### config.mk
export PLATFORM = sky130hd
export DESIGN_NAME = tagged_stack_prune_table_unit
export DESIGN_NICKNAME = d
export VERILOG_FILES = /design/src/hdl/tspt_pkg.sv /design/src/hdl/tagged_stack_prune_table_unit.sv
export SDC_FILE = /design/constraint.sdc
export NUM_CORES = 1
export LEC_CHECK = 0
export BUFFER_PORTS_ARGS = -buffer_cell sky130_fd_sc_hd__clkbuf_2
export CORE_MARGIN = 2
export CORE_UTILIZATION = 57
export DETAILED_ROUTE_END_ITERATION = 10
export PLACE_DENSITY = 0.83
export RECOVER_POWER = 100
export SLEW_MARGIN = 10
export SYNTH_ARGS = -nofsm -noshare
export SYNTH_HDL_FRONTEND = slang
export SYNTH_SLANG_ARGS = --single-unit
### constraint.sdc
create_clock -name clk -period 7.15 [get_ports clk]
set_input_delay 1.0725 -clock clk [delete_from_list [all_inputs] [get_ports clk]]
set_output_delay 1.0725 -clock clk [all_outputs]
set_load 0.01 [all_outputs]
### src/hdl/tspt_pkg.sv
// Package for the tagged stack prune table: operation and status codes.
// No dependencies.
`timescale 1ns / 1ps
package tspt_pkg;
    localparam logic [2:0] FUNC_ADD    = 3'd0;
    localparam logic [2:0] FUNC_PRUNE  = 3'd1;
    localparam logic [2:0] FUNC_CHOP   = 3'd2;
    localparam logic [2:0] FUNC_TOP    = 3'd3;
    localparam logic [2:0] FUNC_PARENT = 3'd4;
    localparam logic [2:0] FUNC_INDEX  = 3'd5;

    localparam logic [2:0] ST_OK        = 3'd0;
    localparam logic [2:0] ST_DUP       = 3'd1;
    localparam logic [2:0] ST_ROOT_PAR  = 3'd2;
    localparam logic [2:0] ST_NULL_PAR  = 3'd3;
    localparam logic [2:0] ST_PAR_ABS   = 3'd4;
    localparam logic [2:0] ST_FULL      = 3'd5;
endpackage

### src/hdl/tagged_stack_prune_table_unit.sv
// Top level of the tagged stack prune table.
// Depends on tspt_pkg.
`timescale 1ns / 1ps
//  channel | direction | handshake
//  in      | input     | in_valid / in_stall
//  out     | output    | out_valid / out_stall
//
// One transaction runs a sequencer that walks the table one entry per cycle
// while no result is stalled, with separate compare logic for the node, the
// parent, the prune limit and the top stem. Add makes one scan for the node
// and one for the parent. An undefined operation is taken and dropped without
// starting the sequencer.
// Reset clears the entry count, the sequencer and the output valid; the entry
// store is not cleared. A stalled result holds the sequencer in place until it
// is taken, except in the second scan for the add parent.
module tagged_stack_prune_table_unit
    import tspt_pkg::*;
#(
    parameter int DEPTH     = 16,
    parameter int ID_BITS   = 16,
    parameter int STEM_BITS = 8
)(
    input  logic        clk,
    input  logic        rst_n,
    input  logic        in_valid,
    output logic        in_stall,
    input  logic [2:0]  func,
    input  logic [15:0] node_id,
    input  logic [15:0] parent_id,
    input  logic        has_parent,
    input  logic        use_top,
    input  logic [7:0]  stem,
    input  logic        exact_match,
    input  logic        inclusive,
    input  logic [7:0]  nth,
    output logic        out_valid,
    input  logic        out_stall,
    output logic [2:0]  status,
    output logic        found,
    output logic [15:0] node_out,
    output logic [5:0]  position,
    output logic        last
);
    localparam int IW = $clog2(DEPTH);
    localparam int CW = $clog2(DEPTH + 1);

    localparam logic [2:0] S_IDLE  = 3'd0;
    localparam logic [2:0] S_SCAN  = 3'd1; // search for node
    localparam logic [2:0] S_SCAN2 = 3'd2; // second search for add parent
    localparam logic [2:0] S_COMP  = 3'd3; // compaction
    localparam logic [2:0] S_TOP   = 3'd4;
    localparam logic [2:0] S_OUT   = 3'd5; // single result pending

    logic [2:0] state_reg, state_next;
    logic [ID_BITS-1:0]   ent_node   [DEPTH];
    logic [STEM_BITS-1:0] ent_stem   [DEPTH];
    logic [ID_BITS-1:0]   ent_parent [DEPTH];
    logic [CW-1:0] count_reg, count_next;
    logic [CW-1:0] rd_reg, rd_next, wr_reg, wr_next;
    logic [2:0] func_reg;
    logic [ID_BITS-1:0] node_reg, par_reg;
    logic [STEM_BITS-1:0] stem_reg, limit_reg, limit_next;
    logic hp_reg, ex_reg, incl_reg, use_top_reg;
    logic [7:0] left_reg, left_next;
    logic held_reg, held_next;
    logic [15:0] held_node_reg, held_node_next;
    logic ov_reg, ov_next;
    logic [2:0] st_reg, st_next;
    logic fd_reg, fd_next, last_reg, last_next;
    logic [15:0] no_reg, no_next;
    logic [5:0] pos_reg, pos_next;

    logic [IW-1:0] ri;
    logic [IW-1:0] dn;
    logic rd_live, hit_node, hit_par, comp_kill, busy_out, top_hit_dn;
    logic do_move;
    logic [15:0] node_w;
    logic [15:0] node_dn;

    assign ri       = rd_reg[IW-1:0];
    assign rd_live  = rd_reg < count_reg;
    assign hit_node = ent_node[ri] == node_reg;
    assign hit_par  = ent_node[ri] == par_reg;
    assign comp_kill = ent_stem[ri] >= limit_reg;
    assign busy_out = ov_reg && out_stall;
    assign node_w = 16'(ent_node[ri]);

    // Top walks from the newest entry down; rd_reg counts the entries left.
    assign dn = IW'(rd_reg - 1'b1);
    assign top_hit_dn = ex_reg ? (ent_stem[dn] == stem_reg) : (ent_stem[dn] >= stem_reg);
    assign node_dn = 16'(ent_node[dn]);

    assign in_stall  = state_reg != S_IDLE;
    assign out_valid = ov_reg;
    assign status = st_reg; assign found = fd_reg; assign node_out = no_reg;
    assign position = pos_reg; assign last = last_reg;

    // The output register is loaded only when it is empty or being taken, so a
    // stalled transaction never changes. During compaction each removed node is
    // held back one step: it goes out when the next removal is found (last low)
    // or when the walk ends (last high), which marks the final one exactly.
    always_comb
    begin
        state_next = state_reg; count_next = count_reg; rd_next = rd_reg;
        wr_next = wr_reg; limit_next = limit_reg; left_next = left_reg;
        held_next = held_reg; held_node_next = held_node_reg;
        st_next = st_reg; fd_next = fd_reg;
        last_next = last_reg; no_next = no_reg; pos_next = pos_reg;
        do_move = 1'b0;
        ov_next = ov_reg && out_stall;
        case (state_reg)
            S_IDLE:
            begin
                if (in_valid)
                begin
                    rd_next = '0; held_next = 1'b0;
                    left_next = nth;
                    limit_next = STEM_BITS'(stem);
                    case (func)
                        FUNC_ADD, FUNC_CHOP, FUNC_PARENT, FUNC_INDEX:
                            state_next = S_SCAN;
                        FUNC_PRUNE:
                        begin
                            state_next = S_COMP; wr_next = '0;
                        end
                        FUNC_TOP:
                        begin
                            state_next = S_TOP; rd_next = count_reg;
                        end
                        default: state_next = S_IDLE;
                    endcase
                    if (func == FUNC_CHOP && use_top)
                    begin
                        if (count_reg == '0)
                            rd_next = CW'(DEPTH);
                        else
                            rd_next = count_reg - 1'b1;
                    end
                end
            end
            S_SCAN:
            begin
                if (!busy_out)
                begin
                    if (func_reg == FUNC_CHOP && use_top_reg)
                    begin
                        if (rd_reg >= count_reg)
                            state_next = S_OUT;
                        else
                        begin
                            limit_next = ent_stem[ri];
                            rd_next = incl_reg ? rd_reg : rd_reg + 1'b1;
                            wr_next = rd_next;
                            state_next = S_COMP;
                        end
                        st_next = ST_OK; fd_next = 1'b0; no_next = '0;
                        pos_next = '0; last_next = 1'b1;
                    end
                    else if (rd_live && hit_node)
                    begin
                        st_next = ST_OK; fd_next = 1'b0; no_next = '0;
                        pos_next = '0; last_next = 1'b1;
                        case (func_reg)
                            FUNC_ADD:
                            begin
                                st_next = ST_DUP; state_next = S_OUT;
                            end
                            FUNC_CHOP:
                            begin
                                limit_next = ent_stem[ri];
                                rd_next = incl_reg ? rd_reg : rd_reg + 1'b1;
                                wr_next = rd_next;
                                state_next = S_COMP;
                            end
                            FUNC_PARENT:
                            begin
                                fd_next = rd_reg != '0;
                                no_next = (rd_reg != '0) ? 16'(ent_parent[ri]) : '0;
                                state_next = S_OUT;
                            end
                            default:
                            begin
                                fd_next = 1'b1; pos_next = 6'(rd_reg);
                                state_next = S_OUT;
                            end
                        endcase
                    end
                    else if (rd_live)
                        rd_next = rd_reg + 1'b1;
                    else
                    begin
                        st_next = ST_OK; fd_next = 1'b0; no_next = '0;
                        pos_next = '0; last_next = 1'b1; state_next = S_OUT;
                        if (func_reg == FUNC_ADD)
                        begin
                            if (count_reg == '0)
                                st_next = hp_reg ? ST_ROOT_PAR : ST_OK;
                            else if (!hp_reg)
                                st_next = ST_NULL_PAR;
                            else
                            begin
                                rd_next = '0; state_next = S_SCAN2;
                            end
                        end
                    end
                end
            end
            S_SCAN2:
            begin
                if (rd_live && hit_par)
                    state_next = S_OUT;
                else if (rd_live)
                    rd_next = rd_reg + 1'b1;
                else
                begin
                    st_next = ST_PAR_ABS; state_next = S_OUT;
                end
            end
            S_TOP:
            begin
                if (!busy_out)
                begin
                    st_next = ST_OK; pos_next = '0; last_next = 1'b1;
                    if (rd_reg == '0)
                    begin
                        fd_next = 1'b0; no_next = '0; state_next = S_OUT;
                    end
                    else
                    begin
                        rd_next = rd_reg - 1'b1;
                        if (top_hit_dn)
                        begin
                            if (left_reg == '0)
                            begin
                                fd_next = 1'b1; no_next = node_dn; state_next = S_OUT;
                            end
                            else
                                left_next = left_reg - 1'b1;
                        end
                    end
                end
            end
            S_COMP:
            begin
                if (!busy_out)
                begin
                    if (rd_live)
                    begin
                        rd_next = rd_reg + 1'b1;
                        if (comp_kill)
                        begin
                            held_next = 1'b1; held_node_next = node_w;
                            if (held_reg)
                            begin
                                ov_next = 1'b1; st_next = ST_OK; fd_next = 1'b1;
                                no_next = held_node_reg; pos_next = '0;
                                last_next = 1'b0;
                            end
                        end
                        else
                        begin
                            do_move = 1'b1; wr_next = wr_reg + 1'b1;
                        end
                    end
                    else
                    begin
                        count_next = wr_reg; state_next = S_IDLE;
                        ov_next = 1'b1; st_next = ST_OK; pos_next = '0;
                        last_next = 1'b1; fd_next = held_reg;
                        no_next = held_reg ? held_node_reg : '0;
                    end
                end
            end
            S_OUT:
            begin
                if (!busy_out)
                begin
                    ov_next = 1'b1; state_next = S_IDLE;
                    if (func_reg == FUNC_ADD && st_reg == ST_OK)
                    begin
                        if (count_reg >= CW'(DEPTH))
                            st_next = ST_FULL;
                        else
                            count_next = count_reg + 1'b1;
                    end
                end
            end
            default: state_next = S_IDLE;
        endcase
    end

    always_ff @(posedge clk)
    begin
        if (do_move)
        begin
            ent_node[wr_reg[IW-1:0]]   <= ent_node[ri];
            ent_stem[wr_reg[IW-1:0]]   <= ent_stem[ri];
            ent_parent[wr_reg[IW-1:0]] <= ent_parent[ri];
        end
        else if (state_reg == S_OUT && !busy_out && func_reg == FUNC_ADD
                 && st_reg == ST_OK && count_reg < CW'(DEPTH))
        begin
            ent_node[count_reg[IW-1:0]]   <= node_reg;
            ent_stem[count_reg[IW-1:0]]   <= stem_reg;
            ent_parent[count_reg[IW-1:0]] <= hp_reg ? par_reg : '0;
        end
        if (state_reg == S_IDLE && in_valid)
        begin
            func_reg <= func; node_reg <= ID_BITS'(node_id);
            par_reg <= ID_BITS'(parent_id); hp_reg <= has_parent;
            stem_reg <= STEM_BITS'(stem); ex_reg <= exact_match;
            incl_reg <= inclusive; use_top_reg <= use_top;
        end
        st_reg <= st_next; fd_reg <= fd_next; no_reg <= no_next;
        pos_reg <= pos_next; last_reg <= last_next;
        rd_reg <= rd_next; wr_reg <= wr_next; limit_reg <= limit_next;
        left_reg <= left_next; held_reg <= held_next;
        held_node_reg <= held_node_next;
    end

    always_ff @(posedge clk or negedge rst_n)
    begin
        if (!rst_n)
        begin
            state_reg <= S_IDLE; count_reg <= '0; ov_reg <= 1'b0;
        end
        else
        begin
            state_reg <= state_next; count_reg <= count_next; ov_reg <= ov_next;
        end
    end
endmodule

==> summary.txt <==
Critical path
  – R2R depth: 10
  – CP cell instances: buf_4 -> nor2b_1 -> clkbuf_1 -> a221oi_1 -> xor2_1 -> nand4_1 -> nor4_4 -> a21bo_1 -> nor2_1 -> nor3_1
  – Type of the worst setup path: reg2reg
  – Reg2reg setup slack: 0.72 ns
  – CP required: 7.38 ns
  – Worst R2R End: position[2]
  – CP Capture Type: flop
  – Slowest stage cell, crit path: dfxtp_1
  – Worst path max stage delay: 1.25 ns
  – Setup crit start kind: flop
  – Worst EP arrival: 6.66 ns
  – Worst-path fanout max: 60

Floorplanning
  – Die H: 253 um
  – Std cell rows: 91
  – DIE WIDTH: 253 um
  – Initial core utilization: 57.4%
  – Core area: 61,400 um^2
  – Die ar.: 63,800 um^2
  – Ports: 88

Clock tree
  – Worst skew pair latency: 0.65 ns
  – H-Tree Depth: 3
  – CTS Hold Buffers Added: 0
  – Clock sinks: 769
  – Clk slew on worst S/H paths: 0.06 ns
  – Num CTS Buffers: 79
  – CTS tree: yes
  – Max clock buf depth: 3
  – CTS root buf: clkbuf_16
  – Postcts setup bufs: 0
  – Cts repair resizes: 0

Run status
  – Status: finished with violations
  – Failing checks: capacitance limit, slew limit

Layout
  – Commonest cells after routing, fill and taps aside: 756 x edfxtp_1, 262 x mux4_2, 208 x nand2_1
  – Util after Layout: 63.9%
  – Final Non-Filler Cells: 2,988
  – Nets: 2,224
  – Layout cells sized above 1: 23.1%
  – Layout area overhead: 11.4%
  – Most common cell after layout, fill and taps aside: edfxtp_1
  – Diodes inserted: 0

Pwr
  – Peak VDD IR: 357 uV
  – Leakage: 13.0 nW
  – PD cells: 486 nW/um^2

Timing
  – Worst Tran Pin Value: 2.78 ns
  – Final Hold Fails: 0
  – RSZ-0062 raised after global routing: no
  – Skew final: 0.0423 ns
  – Fin crit share: 90.0%
  – Final min period: 6.43 ns
  – Fmax: 155 MHz
  – Final Max Tran Viols: 233
  – Final setup fails: 0
  – Worst relative slew slack: -85.4%
  – TNS Setup: 0 ns

Global route
  – First-pass GRT wire length: 147,000 um
  – GRT Total Usage: 31.9%
  – Largest net degree at the start of global routing: 103
  – Number of global-route vias before repair: 21,700
  – Final global-route overflow total: 0
  – Initial antenna violation count: 2

Place
  – I/O Buffers: 86
  – Post-DP HPWL: 60,300 um
  – Placed insts: 2,841
  – Placer Congestion: 0.957

Detailed routing
  – Routed len/inst: 33.4 um
  – Drt pass-1 iters: 8
  – Post-route DRC: 0
  – Total Routed Length: 99,900 um
  – DRT iter0 DRCs: 3,391
  – Antenna Violating Nets Remaining: 0
  – Vias: 21,600
  – Via density: 7.24

Synthesis
  – Asr flop ratio synth: 1.17%
  – Post-synthesis sequential area ratio: 65.3%
  – Synthesized Nets: 2,119
  – EDFF count, synth: 756
  – Mapped Area: 35,200 um^2
  – Mapped Cells: 2,027
  – Top FF cell, synth: edfxtp_1
  – Syn avg cell area: 17.4 um^2
  – Syn. warnings: 0
  – Synth Register Bits: 769
  – Yosys cell types: 87

Flow run
  – Max-cap violations: 10

Worst hold path
  – Worst hold path class: in2async
[worst max path at each step]
| stage | startpoint | to | slack (ns) |
|---|---|---|---|
| CTS | flop | ent_stem[11][7] | 1.26 |
| finish | flop | position[2] | 0.72 |
| detailed placement | flop | ent_parent[11][14] | 1.33 |
| floorplan | flop | ent_node[13][0] | 0.18 |
| global route | flop | position[2] | 0.56 |
| global placement | flop | ent_parent[11][14] | 1.47 |
[area by class of cell]
class	count	area (um^2)
flip-flops and latches	769	23000
clock inverters	48	547
clock buffers	99	2090
repair buffers	141	860
well taps	790	988
fillers	3997	22100
inverters	55	206
multi-input cells	1086	11500
[Yosys cell counts, drive strengths merged (8+ instances only)]
cell type  number  area, um^2
a31oi          16         113
mux4          267        6030
o21ai          56         280
buf            56         328
a221oi          8         130
nor2b          13        88.8
mux2i          88         881
nor2           69         264
edfxtp        756       22700
dfrtp           9         225
inv            55         206
xor2           18         158
nor4            9        86.3
xnor2          28         245
a22oi          21         163
ha             33         413
and2           12        75.1
clkbuf         61         229
nor3           22         110
mux2           10         113
a21oi          28         144
nand4          12        81.3
a32oi          19         166
nand3          34         170
nand2         208         783
a21o           10        75.1
a22o            8        70.1
[metal layers]
metal | track usage [%] | share of wire, %
met5 | 1.31 | 0.14
met4 | 14.8 | 5.4
met3 | 10.5 | 14
met2 | 49.5 | 47
met1 | 41.0 | 34
[logic make-up after synthesis]
family	after synthesis	share of synthesized area [%]
AO/OA/AOI/OAI	221	4.63
XOR/XNOR	46	1.14
adder cells (fa/ha/maj)	33	1.17
buffers and inverters	172	2.17
flip-flops	769	65.3
multiplexers	365	20.0
AND/OR/NAND/NOR	420	5.58
other	1	0.0106
[power breakdown]
group,switching [W],total (W),internal [W]
Combinational,0.00504,0.00797,0.00293
Sequential,0.000381,0.00689,0.00651
Clock,0.00180,0.00420,0.00240
[metrics by stage]
step / total power (W) / instance area (um^2) / hold WS (ns) / setup slack (ns)
final: 0.0191 / 39200 / 0.453 / 0.715
after global routing: 0.0197 / 39200 / 0.461 / 0.559
after CTS: 0.0190 / 39500 / 0.311 / 1.26
after detailed placement: 0.0148 / 36800 / 0.527 / 1.33
after global placement: 0.0145 / 36800 / 0.523 / 1.47
after floorplan: 0.0122 / 35200 / 0.495 / 0.182
[critical path, delay by kind of cell, from the launching register on]
kind / cells / cell delay (ns)
xor gates and xnor gates: 1 / 0.32
DFF: 1 / 1.25
AOI/OAI and AO/OA: 2 / 1.35
buffers and inverters: 2 / 1.17
and+or+nand+nor: 5 / 1.85
Power figures use the tool's default switching activity.
